### src/hw/rtl/prhp_pkg.sv
// ----------------------------------------------------------------------------
// prhp_pkg
// types and constants shared by the proxy request header parser
// ----------------------------------------------------------------------------
`default_nettype none

package prhp_pkg;

  // parse phase, also used as the byte role tag
  typedef enum logic [3:0] {
    PH_PASS  = 4'd0,
    PH_CR1   = 4'd1,
    PH_LF1   = 4'd2,
    PH_CMD   = 4'd3,
    PH_ATYP  = 4'd4,
    PH_ADDR  = 4'd5,
    PH_NLEN  = 4'd6,
    PH_PORTH = 4'd7,
    PH_PORTL = 4'd8,
    PH_CR2   = 4'd9,
    PH_LF2   = 4'd10
  } phase_t;

  typedef enum logic [2:0] {
    ST_BUSY  = 3'd0,
    ST_DONE  = 3'd1,
    ST_CRLF  = 3'd2,
    ST_ATYP  = 3'd3,
    ST_NLEN  = 3'd4,
    ST_TRUNC = 3'd5
  } status_t;

  localparam logic [7:0] CHAR_CR    = 8'h0D;
  localparam logic [7:0] CHAR_LF    = 8'h0A;
  localparam logic [7:0] ATYP_IPV4  = 8'd1;
  localparam logic [7:0] ATYP_NAME  = 8'd3;
  localparam logic [7:0] ATYP_IPV6  = 8'd4;
  localparam logic [7:0] IPV4_BYTES = 8'd4;
  localparam logic [7:0] IPV6_BYTES = 8'd16;
  localparam logic [8:0] LEN_MAX    = 9'd511;

  // one parsed result, as it travels from the parser core to the output stage
  typedef struct packed {
    logic [3:0]  byte_role;
    logic [7:0]  field_offset;
    status_t     status;
    logic [8:0]  header_length;
    logic [7:0]  command;
    logic [7:0]  address_type;
    logic [15:0] dest_port;
  } result_t;

endpackage : prhp_pkg

`default_nettype wire

### src/hw/rtl/prhp_core.sv
// ----------------------------------------------------------------------------
// prhp_core
// parse state registers and the per-byte next-state and tagging logic
// ----------------------------------------------------------------------------
`default_nettype none

module prhp_core
  import prhp_pkg::*;
#(
  parameter int PASSWORD_BYTES = 56
) (
  input  wire logic       clk,
  input  wire logic       rst_n,
  input  wire logic       step_en,
  input  wire logic [7:0] data_byte,
  input  wire logic       last_byte,
  output result_t         res
);

  phase_t      phase_r, phase_nxt;
  logic [7:0]  fpos_r, fpos_nxt;
  logic [7:0]  nlen_r, nlen_nxt;
  logic [8:0]  count_r, count_nxt;
  logic [7:0]  cmd_r, cmd_nxt;
  logic [7:0]  atyp_r, atyp_nxt;
  logic [15:0] port_r, port_nxt;

  logic [8:0]  len;
  logic [8:0]  pass_inc;
  logic [7:0]  addr_inc;
  logic [7:0]  offset;
  logic [3:0]  role;
  status_t     st;
  status_t     st_final;

  always_ff @(posedge clk) begin
    if (!rst_n) begin
      phase_r <= PH_PASS;
      fpos_r  <= '0;
      nlen_r  <= '0;
      count_r <= '0;
      cmd_r   <= '0;
      atyp_r  <= '0;
      port_r  <= '0;
    end else if (step_en) begin
      if (st_final != ST_BUSY) begin
        phase_r <= PH_PASS;
        fpos_r  <= '0;
        nlen_r  <= '0;
        count_r <= '0;
        cmd_r   <= '0;
        atyp_r  <= '0;
        port_r  <= '0;
      end else begin
        phase_r <= phase_nxt;
        fpos_r  <= fpos_nxt;
        nlen_r  <= nlen_nxt;
        count_r <= count_nxt;
        cmd_r   <= cmd_nxt;
        atyp_r  <= atyp_nxt;
        port_r  <= port_nxt;
      end
    end
  end

  always_comb begin
    len       = (count_r == LEN_MAX) ? LEN_MAX : count_r + 9'd1;
    pass_inc  = {1'b0, fpos_r} + 9'd1;
    addr_inc  = fpos_r + 8'd1;
    phase_nxt = phase_r;
    fpos_nxt  = fpos_r;
    nlen_nxt  = nlen_r;
    count_nxt = len;
    cmd_nxt   = cmd_r;
    atyp_nxt  = atyp_r;
    port_nxt  = port_r;
    offset    = '0;
    st        = ST_BUSY;
    role      = phase_r;

    unique case (phase_r) inside
      PH_CR1, PH_CR2: begin
        if (data_byte != CHAR_CR) begin
          st = ST_CRLF;
        end else if (phase_r == PH_CR1) begin
          phase_nxt = PH_LF1;
        end else begin
          phase_nxt = PH_LF2;
        end
      end
      PH_LF1, PH_LF2: begin
        offset = 8'd1;
        if (data_byte != CHAR_LF) begin
          st = ST_CRLF;
        end else if (phase_r == PH_LF2) begin
          st = ST_DONE;
        end else begin
          phase_nxt = PH_CMD;
        end
      end
      PH_CMD: begin
        cmd_nxt   = data_byte;
        phase_nxt = PH_ATYP;
      end
      PH_ATYP: begin
        atyp_nxt = data_byte;
        fpos_nxt = '0;
        if (data_byte == ATYP_IPV4) begin
          nlen_nxt  = IPV4_BYTES;
          phase_nxt = PH_ADDR;
        end else if (data_byte == ATYP_IPV6) begin
          nlen_nxt  = IPV6_BYTES;
          phase_nxt = PH_ADDR;
        end else if (data_byte == ATYP_NAME) begin
          phase_nxt = PH_NLEN;
        end else begin
          st = ST_ATYP;
        end
      end
      PH_NLEN: begin
        if (data_byte == 8'd0) begin
          st = ST_NLEN;
        end else begin
          nlen_nxt  = data_byte;
          fpos_nxt  = '0;
          phase_nxt = PH_ADDR;
        end
      end
      PH_ADDR: begin
        offset = fpos_r;
        if (addr_inc >= nlen_r) begin
          fpos_nxt  = '0;
          phase_nxt = PH_PORTH;
        end else begin
          fpos_nxt = addr_inc;
        end
      end
      PH_PORTH: begin
        port_nxt  = {data_byte, 8'd0};
        phase_nxt = PH_PORTL;
      end
      PH_PORTL: begin
        offset    = 8'd1;
        port_nxt  = {port_r[15:8], data_byte};
        phase_nxt = PH_CR2;
      end
      default: begin
        // password bytes; unused phase codes fall here as well
        role   = PH_PASS;
        offset = fpos_r;
        if (pass_inc >= 9'(PASSWORD_BYTES)) begin
          fpos_nxt  = '0;
          phase_nxt = PH_CR1;
        end else begin
          fpos_nxt  = pass_inc[7:0];
          phase_nxt = PH_PASS;
        end
      end
    endcase

    st_final = (st == ST_BUSY && last_byte) ? ST_TRUNC : st;

    res.byte_role     = role;
    res.field_offset  = offset;
    res.status        = st_final;
    res.header_length = len;
    res.command       = cmd_nxt;
    res.address_type  = atyp_nxt;
    res.dest_port     = port_nxt;
  end

endmodule : prhp_core

`default_nettype wire

### src/hw/rtl/prhp_out_reg.sv
// ----------------------------------------------------------------------------
// prhp_out_reg
// result register with valid flag between the parser and the result channel
// ----------------------------------------------------------------------------
`default_nettype none

module prhp_out_reg
  import prhp_pkg::*;
(
  input  wire logic    clk,
  input  wire logic    rst_n,
  input  wire logic    load,
  input  wire result_t res_in,
  input  wire logic    take,
  output logic         valid,
  output result_t      res_out
);

  logic    valid_r;
  result_t res_r;

  always_ff @(posedge clk) begin
    if (!rst_n) begin
      valid_r <= 1'b0;
    end else if (load) begin
      valid_r <= 1'b1;
    end else if (take) begin
      valid_r <= 1'b0;
    end
  end

  always_ff @(posedge clk) begin
    if (load) begin
      res_r <= res_in;
    end
  end

  assign valid   = valid_r;
  assign res_out = res_r;

endmodule : prhp_out_reg

`default_nettype wire

### src/hw/rtl/proxy_request_header_parser.sv
// ----------------------------------------------------------------------------
// proxy_request_header_parser
// byte-at-a-time parser for a password + socks5 address request header
// ----------------------------------------------------------------------------
//
//   channel | direction | payload
//   --------+-----------+---------------------------------------------------
//   in_     | sink      | tdata = header byte, tlast = end of buffer
//   out_    | source    | tdata = offset/status/length/cmd/atyp/port,
//           |           | tuser = byte role
//
// - one transaction per cycle sustained while the result side keeps up; each
//   byte's result shows up in the cycle after acceptance, set by the single result register
// - parse state updates in the same cycle the byte is taken, so the next
//   byte can follow immediately
// - in_tready stays high while the result register is empty or being drained,
//   so a stall on the result side holds at most one result
// - synchronous active-low reset returns the parser to the first password byte
// - after done or any error (including truncation) the next byte begins a
//   new header
//
`default_nettype none

module proxy_request_header_parser
  import prhp_pkg::*;
#(
  parameter int PASSWORD_BYTES = 56  // password length, 1 to 256
) (
  input  wire logic        clk,
  input  wire logic        rst_n,

  input  wire logic        in_tvalid,
  output logic             in_tready,
  input  wire logic [7:0]  in_tdata,   // [7:0] data_byte
  input  wire logic        in_tlast,   // last_byte

  output logic             out_tvalid,
  input  wire logic        out_tready,
  output logic [55:0]      out_tdata,  // [7:0] field_offset, [10:8] status,
                                       // [19:11] header_length, [27:20] command,
                                       // [35:28] address_type, [51:36] dest_port,
                                       // [55:52] zero
  output logic [3:0]       out_tuser   // [3:0] byte_role
);

  logic    in_fire;
  result_t core_res;
  result_t out_res;

  // accept whenever the result slot is free or is emptied this cycle
  assign in_tready = rst_n && (!out_tvalid || out_tready);
  assign in_fire   = in_tvalid && in_tready;

  // parse state and per-byte tagging
  prhp_core #(
    .PASSWORD_BYTES (PASSWORD_BYTES)
  ) u_core (
    .clk       (clk),
    .rst_n     (rst_n),
    .step_en   (in_fire),
    .data_byte (in_tdata),
    .last_byte (in_tlast),
    .res       (core_res)
  );

  // registered result toward the consumer
  prhp_out_reg u_out (
    .clk     (clk),
    .rst_n   (rst_n),
    .load    (in_fire),
    .res_in  (core_res),
    .take    (out_tready),
    .valid   (out_tvalid),
    .res_out (out_res)
  );

  // pack result fields, lowest field first
  assign out_tdata = {4'd0,
                      out_res.dest_port,
                      out_res.address_type,
                      out_res.command,
                      out_res.header_length,
                      3'(out_res.status),
                      out_res.field_offset};
  assign out_tuser = out_res.byte_role;

endmodule : proxy_request_header_parser

`default_nettype wire

### config.mk
export PLATFORM = sky130hd
export DESIGN_NAME = proxy_request_header_parser
export DESIGN_NICKNAME = d
export VERILOG_FILES = /design/src/hw/rtl/prhp_pkg.sv /design/src/hw/rtl/prhp_core.sv /design/src/hw/rtl/prhp_out_reg.sv /design/src/hw/rtl/proxy_request_header_parser.sv
export SDC_FILE = /design/constraint.sdc
export NUM_CORES = 1
export LEC_CHECK = 0
export BUFFER_PORTS_ARGS = -buffer_cell sky130_fd_sc_hd__buf_2
export CAP_MARGIN = 10
export CORE_MARGIN = 5
export CORE_UTILIZATION = 45
export DETAILED_ROUTE_END_ITERATION = 8
export GPL_ROUTABILITY_DRIVEN = 0
export GPL_TIMING_DRIVEN = 0
export PLACE_DENSITY = 0.68
export SYNTH_ARGS = -nofsm -noshare
export SYNTH_HDL_FRONTEND = slang
export SYNTH_SLANG_ARGS = --single-unit
### constraint.sdc
create_clock -name clk -period 6.5 [get_ports clk]
set_input_delay 1.3 -clock clk [delete_from_list [all_inputs] [get_ports clk]]
set_output_delay 1.3 -clock clk [all_outputs]
set_load 0.05 [all_outputs]
**Word level (Yosys, flattened, before mapping)**

Cells that the tools add are included.

- Input port bits: 13
- Logic and storage cells: 105
- Flip-flop bits (word level): 118

- Muxes and demuxes: 42
- Order comparisons: 2
- Reduce and logical (&&, ||, !) cells: 19
- Equal/unequal tests: 24
- Add/sub/neg operators: 3

Operators by type and width:

| kind | number |
|---|---|
| 8-bit two-way mux | 12 |
| 4-bit two-way mux | 10 |
| 16-bit case mux with 2 select lines | 1 |
| 4-bit case mux with 8 select lines | 1 |
| 8-bit case mux with 2 select lines | 2 |
| 8-bit case mux with 4 select lines | 1 |
| 9-bit two-way mux | 2 |
| 4-bit by 3-bit == test with 1-bit output, second input constant | 4 |
| 16-bit two-way mux | 1 |
| 8-bit by 4-bit inequality test with 1-bit output, second input constant | 2 |
| 3-bit two-way mux | 5 |
| 3-bit by 2-bit inequality test with 1-bit output, second input constant | 5 |
| 4-bit == test, second input constant | 3 |
| 3-bit case mux with 4 select lines | 1 |
| 10-bit OR reduction | 1 |
| 8-bit by 1-bit adder with 9-bit output, second input constant | 1 |
| 9-bit by 1-bit adder with 9-bit output, second input constant | 1 |
| 9-bit == test, second input constant | 1 |
| 9-bit by 6-bit >= comparator with 1-bit output, second input constant | 1 |
| 8-bit by 1-bit adder with 8-bit output, second input constant | 1 |
| 4-bit by 2-bit == test with 1-bit output, second input constant | 2 |
| 8-bit by 1-bit == test with 1-bit output, second input constant | 1 |
| 8-bit by 2-bit == test with 1-bit output, second input constant | 1 |
| 8-bit by 3-bit == test with 1-bit output, second input constant | 1 |
| 21 further kinds | 29 |

**Logic depth before layout (Yosys ltp)**

- Depth after elaboration: 11
- Depth in mapped cells: 11

**Modules after synthesis**

Synthesis repeated with hierarchy kept, for this count alone.

- Cells, all modules: 587
- Area, all modules: 5686.7 µm²

By module, submodules not included:

| module | times used | cells each | area each (µm²) |
|---|---|---|---|
| prhp_core | 1 | 520 | 3911.3 |
| prhp_out_reg | 1 | 59 | 1722.9 |
| proxy_request_header_parser | 1 | 8 | 52.6 |

**Least setup slack after synthesis**

OpenSTA, ideal clock, no wires.

- Path kind: input -> register
- Start point: input port rst_n
- End point: register u_out.res_r, in the netlist u_out.res_out[0] (enable)
- Path buffers: 2
- Library setup time: 442 ps
- Arrival: 4030 ps
- Stages on the path: 5
- Slack: 2028 ps
- Cells stage by stage: buf_2 -> and2_1 -> nand2_1 -> clkinv_1 -> clkbuf_1

- Word-level cells in the longest chain between the ends: 2

RTL lines:

| what | line | RTL |
|---|---|---|
| from (decl) | proxy_request_header_parser.sv:30 | `input wire logic rst_n,` |
| 1-bit logical AND | proxy_request_header_parser.sv:51 | `assign in_tready = rst_n && (!out_tvalid \|\| out_tready);` |
| named net in_tready | proxy_request_header_parser.sv:33 | `output logic in_tready,` |
| 1-bit logical AND | proxy_request_header_parser.sv:52 | `assign in_fire = in_tvalid && in_tready;` |
| named net in_fire | proxy_request_header_parser.sv:46 | `logic in_fire;` |
| to (signal assigned) | prhp_out_reg.sv:34 | `res_r <= res_in;` |
| to (decl) | prhp_out_reg.sv:20 | `result_t res_r;` |

The timed path passes the listed nets, and every way through them passes these cells.
A chain may end at the register's enable or synchronous reset.

**Worst setup path in the final report**

- Start point: input port rst_n
- End point: output port in_tready

- Word-level cells in the longest chain between the ends: 1

RTL lines:

| what | line |
|---|---|
| 1-bit logical AND | proxy_request_header_parser.sv:51 |
| to (decl) | proxy_request_header_parser.sv:33 |

No other way between the ends.

==> flow_summary.toml <==
[min_path]
min_from = "u_core.port_r[3]"
hold_class = "flop to flop"
min_path_cells = 2
min_to = "u_core.port_r[3]"

[job]
drv_cap = 0

[routing]
wl_per_cell_um = 16.87
routed_wl_um = 13700
route.detailed.drc = 0
viasPerCell = 5.504
drt_iter0_drc = 388
first_pass_iters = 6
postRouteAntennaNets = 0
vias = 4469

[placement]
postPlaceCellArea_mm2 = 0.006326
post-dp-hpwl_um = 9324
numPortBuffers = 68

[worst_setup_path]
worst_r2r_endpoint = "u_core.fpos_r[6]"
worstReg2RegStart = "u_core.fpos_r[0]"
cp.required_ps = 5200
crit_path_max_incr_delay_ps = 260
path_class = "input pin to output pin"
cp_max_fo = 9
cp_slowest_cell = "buf_2"
cp-start-kind = "input pin"
rrSetupSlack_ps = 3380
crit_arrival_ps = 1960
end_kind = "output pin"
cp_cell_sequence = "buf_2 -> and2_1 -> buf_2"
crit_path_frequent_cell = "buf_2"
worst-r2r-cell-count = 11

[clocking]
clockRootBuffer = "clkbuf_16"
htreeDepth = 4
ctsResizeCount = 0
cts_made_buffers = 17
post_cts_buffers = 0
cts.path.max_buffers = 2
clkLatencyLatePin_ps = 410
cts_tree = "done"
ctsHoldBuffers = 0
clk_pin_slew_ps = 50
clock_sinks = 118

[floorplan]
ioPinCount = 75
core_mm2 = 0.01257
num_rows = 41
die_area_mm2 = 0.01515
die-width_um = 123.1
die_h_um = 123.1
start_util_pct = 45.79

[timing]
slew_violations = 0
fin_worst_hold_slack_ps = 462.6
rsz0062_at_grt = "false"
setup_violations = 0
timing.final.crit_share_pct = 50.12
maxSlewHeadroom_pct = 37.53
fmax_mhz = 307.0
hold_viol = 0
setup_tns_ps = 0
fin_skew_ps = 10.07
period_minus_slack_ps = 3258
tightestPinTransition_ps = 932.0

[cells_and_area]
syn2layout_area_growth_pct = 20.37
final_nets = 651
seq_area_mm2 = 0.002923
diodes = 0
stdcell_area_mm2 = 0.006928
final_common_cell = "buf_2"
fillerInstances = 1035
multi_input_area_mm2 = 0.002582
post_route_cells_drive_above_1_share_pct = 24.84
final_cell_mix = "buf_2 (77), dfxtp_1 (62), edfxtp_1 (56)"

[synthesis]
synth_seq_cells = 118
synth_edf_count = 56
synth_ff_type = "dfxtp_1"
yosys_warnings = 0
ys_seq_area_share_pct = 50.78
avgSynthCellArea_um2 = 10.72
ys_types = 64
netlist_area_mm2 = 0.005756
ys_async_sr_fraction_pct = 0
postSynthCellCount = 537

[power]
power_density_mw_per_mm2 = 269.1
power.leakage_nw = 2.769
max-vdd-ir-drop_uv = 156.2

[global_routing]
grt_pass1_wl_um = 22040
antenna_found_initial = 0
track_usage_pct = 18.75
grt_max_degree = 66
gr-total-overflow = 0
grt_pass1_vias = 4366

[status]
outcome = "finished, final reports clean"
power breakdown:
group | switching (mW) | leakage (nW) | internal (mW)
Combinational | 0.106 | 1.44 | 0.0290
Sequential | 0.00439 | 1.03 | 0.791
Clock | 0.323 | 0.301 | 0.611
sequential cells by signal, indices dropped and copies added, names as in the netlist, 4 cells and up:
name and flops:
u_out.res_out 56, u_core.port_r 16, u_core.count_r 9, u_core.atyp_r 8, u_core.cmd_r 8, u_core.fpos_r 8
u_core.nlen_r 8, u_core.phase_r 4
metal layers:
| metal | wire, um | track usage (%) | part of all wire, % | vias to the layer above |
|---|---|---|---|---|
| li1 | - | - | - | 2144 |
| met1 | 5952 | 23.73 | 43 | 2147 |
| met2 | 6780 | 31.88 | 50 | 157 |
| met3 | 738 | 3.888 | 5.4 | 21 |
| met4 | 224 | 6.644 | 1.6 | 0 |
| met5 | 0 | 0 | 0 | - |
cell families after synthesis:
kind of cell	Yosys count	synth area share (%)
flip-flops	118	50.78
other	1	0.06515
adder cells (fa/ha/maj)	11	2.391
AND/OR/NAND/NOR	202	20.07
multiplexers	24	4.696
AO/OA/AOI/OAI	114	15.48
XOR/XNOR	13	1.978
buffers and inverters	54	4.543
cells in the mapped netlist (3+ instances only):
cell	number	area share, %
a31oi_1	3	0.33
o21a_1	28	3.7
nor3b_1	4	0.52
o21ai_0	7	0.61
and3_1	21	2.3
o22ai_1	3	0.33
nand2b_1	12	1.3
and2_1	11	1.2
a32o_1	4	0.70
xnor2_1	7	1.1
a21o_1	3	0.39
a21boi_0	14	1.8
o2111ai_1	3	0.46
nand3_1	30	2.6
and4_1	5	0.76
nor3_2	3	0.52
nor2_1	14	0.91
nand4_1	13	1.4
clkbuf_1	19	1.2
a21oi_1	9	0.78
a21boi_1	13	1.7
a22o_1	8	1.2
inv_1	10	0.65
buf_2	9	0.78
xor2_1	6	0.91
buf_4	10	1.3
mux2_2	24	4.7
ha_1	11	2.4
dfxtp_1	62	22
edfxtp_1	56	29
nor2b_1	37	4.0
nand2_1	40	2.6
stage by stage:
step / setup WS [ps] / instances / power (mW) / utilization (%)
after floorplan: 2028 / 540 / 0.9074 / -
after CTS: 3228 / 812 / 1.877 / 55.12
after detailed placement: 3096 / 780 / 0.9455 / 50.33
after global placement: 1393 / 780 / 0.9451 / 50.30
final: 3242 / 812 / 1.864 / 55.12
after global routing: 3170 / 812 / 1.925 / 55.12
worst max-delay path by stage:
stage | from | slack [ps] | endpoint
after floorplan | rst_n | 2030 | u_out.res_out[0]
after global placement | rst_n | 1390 | u_core.count_r[5]
after detailed placement | rst_n | 3100 | u_core.port_r[6]
after CTS | rst_n | 3230 | in_tready
after global routing | u_core.fpos_r[0] | 3170 | u_core.fpos_r[6]
final | rst_n | 3240 | in_tready
final cells by class:
cell class / instances / area share, %
Sequential cell: 118 / 42.19
Multi-Input combinational cell: 368 / 37.28
Timing Repair Buffer: 68 / 4.912
Tap cell: 172 / 3.106
Clock inverter: 6 / 0.8669
Inverter: 13 / 0.7044
Clock buffer: 26 / 7.820
Buffer: 41 / 3.124
worst max-delay path, delay by kind of cell:
kind                   cells  cell delay (ps)
buffers and inverters      2              480
AND/OR/NAND/NOR            1              170
(Power assumes the default switching activity.)
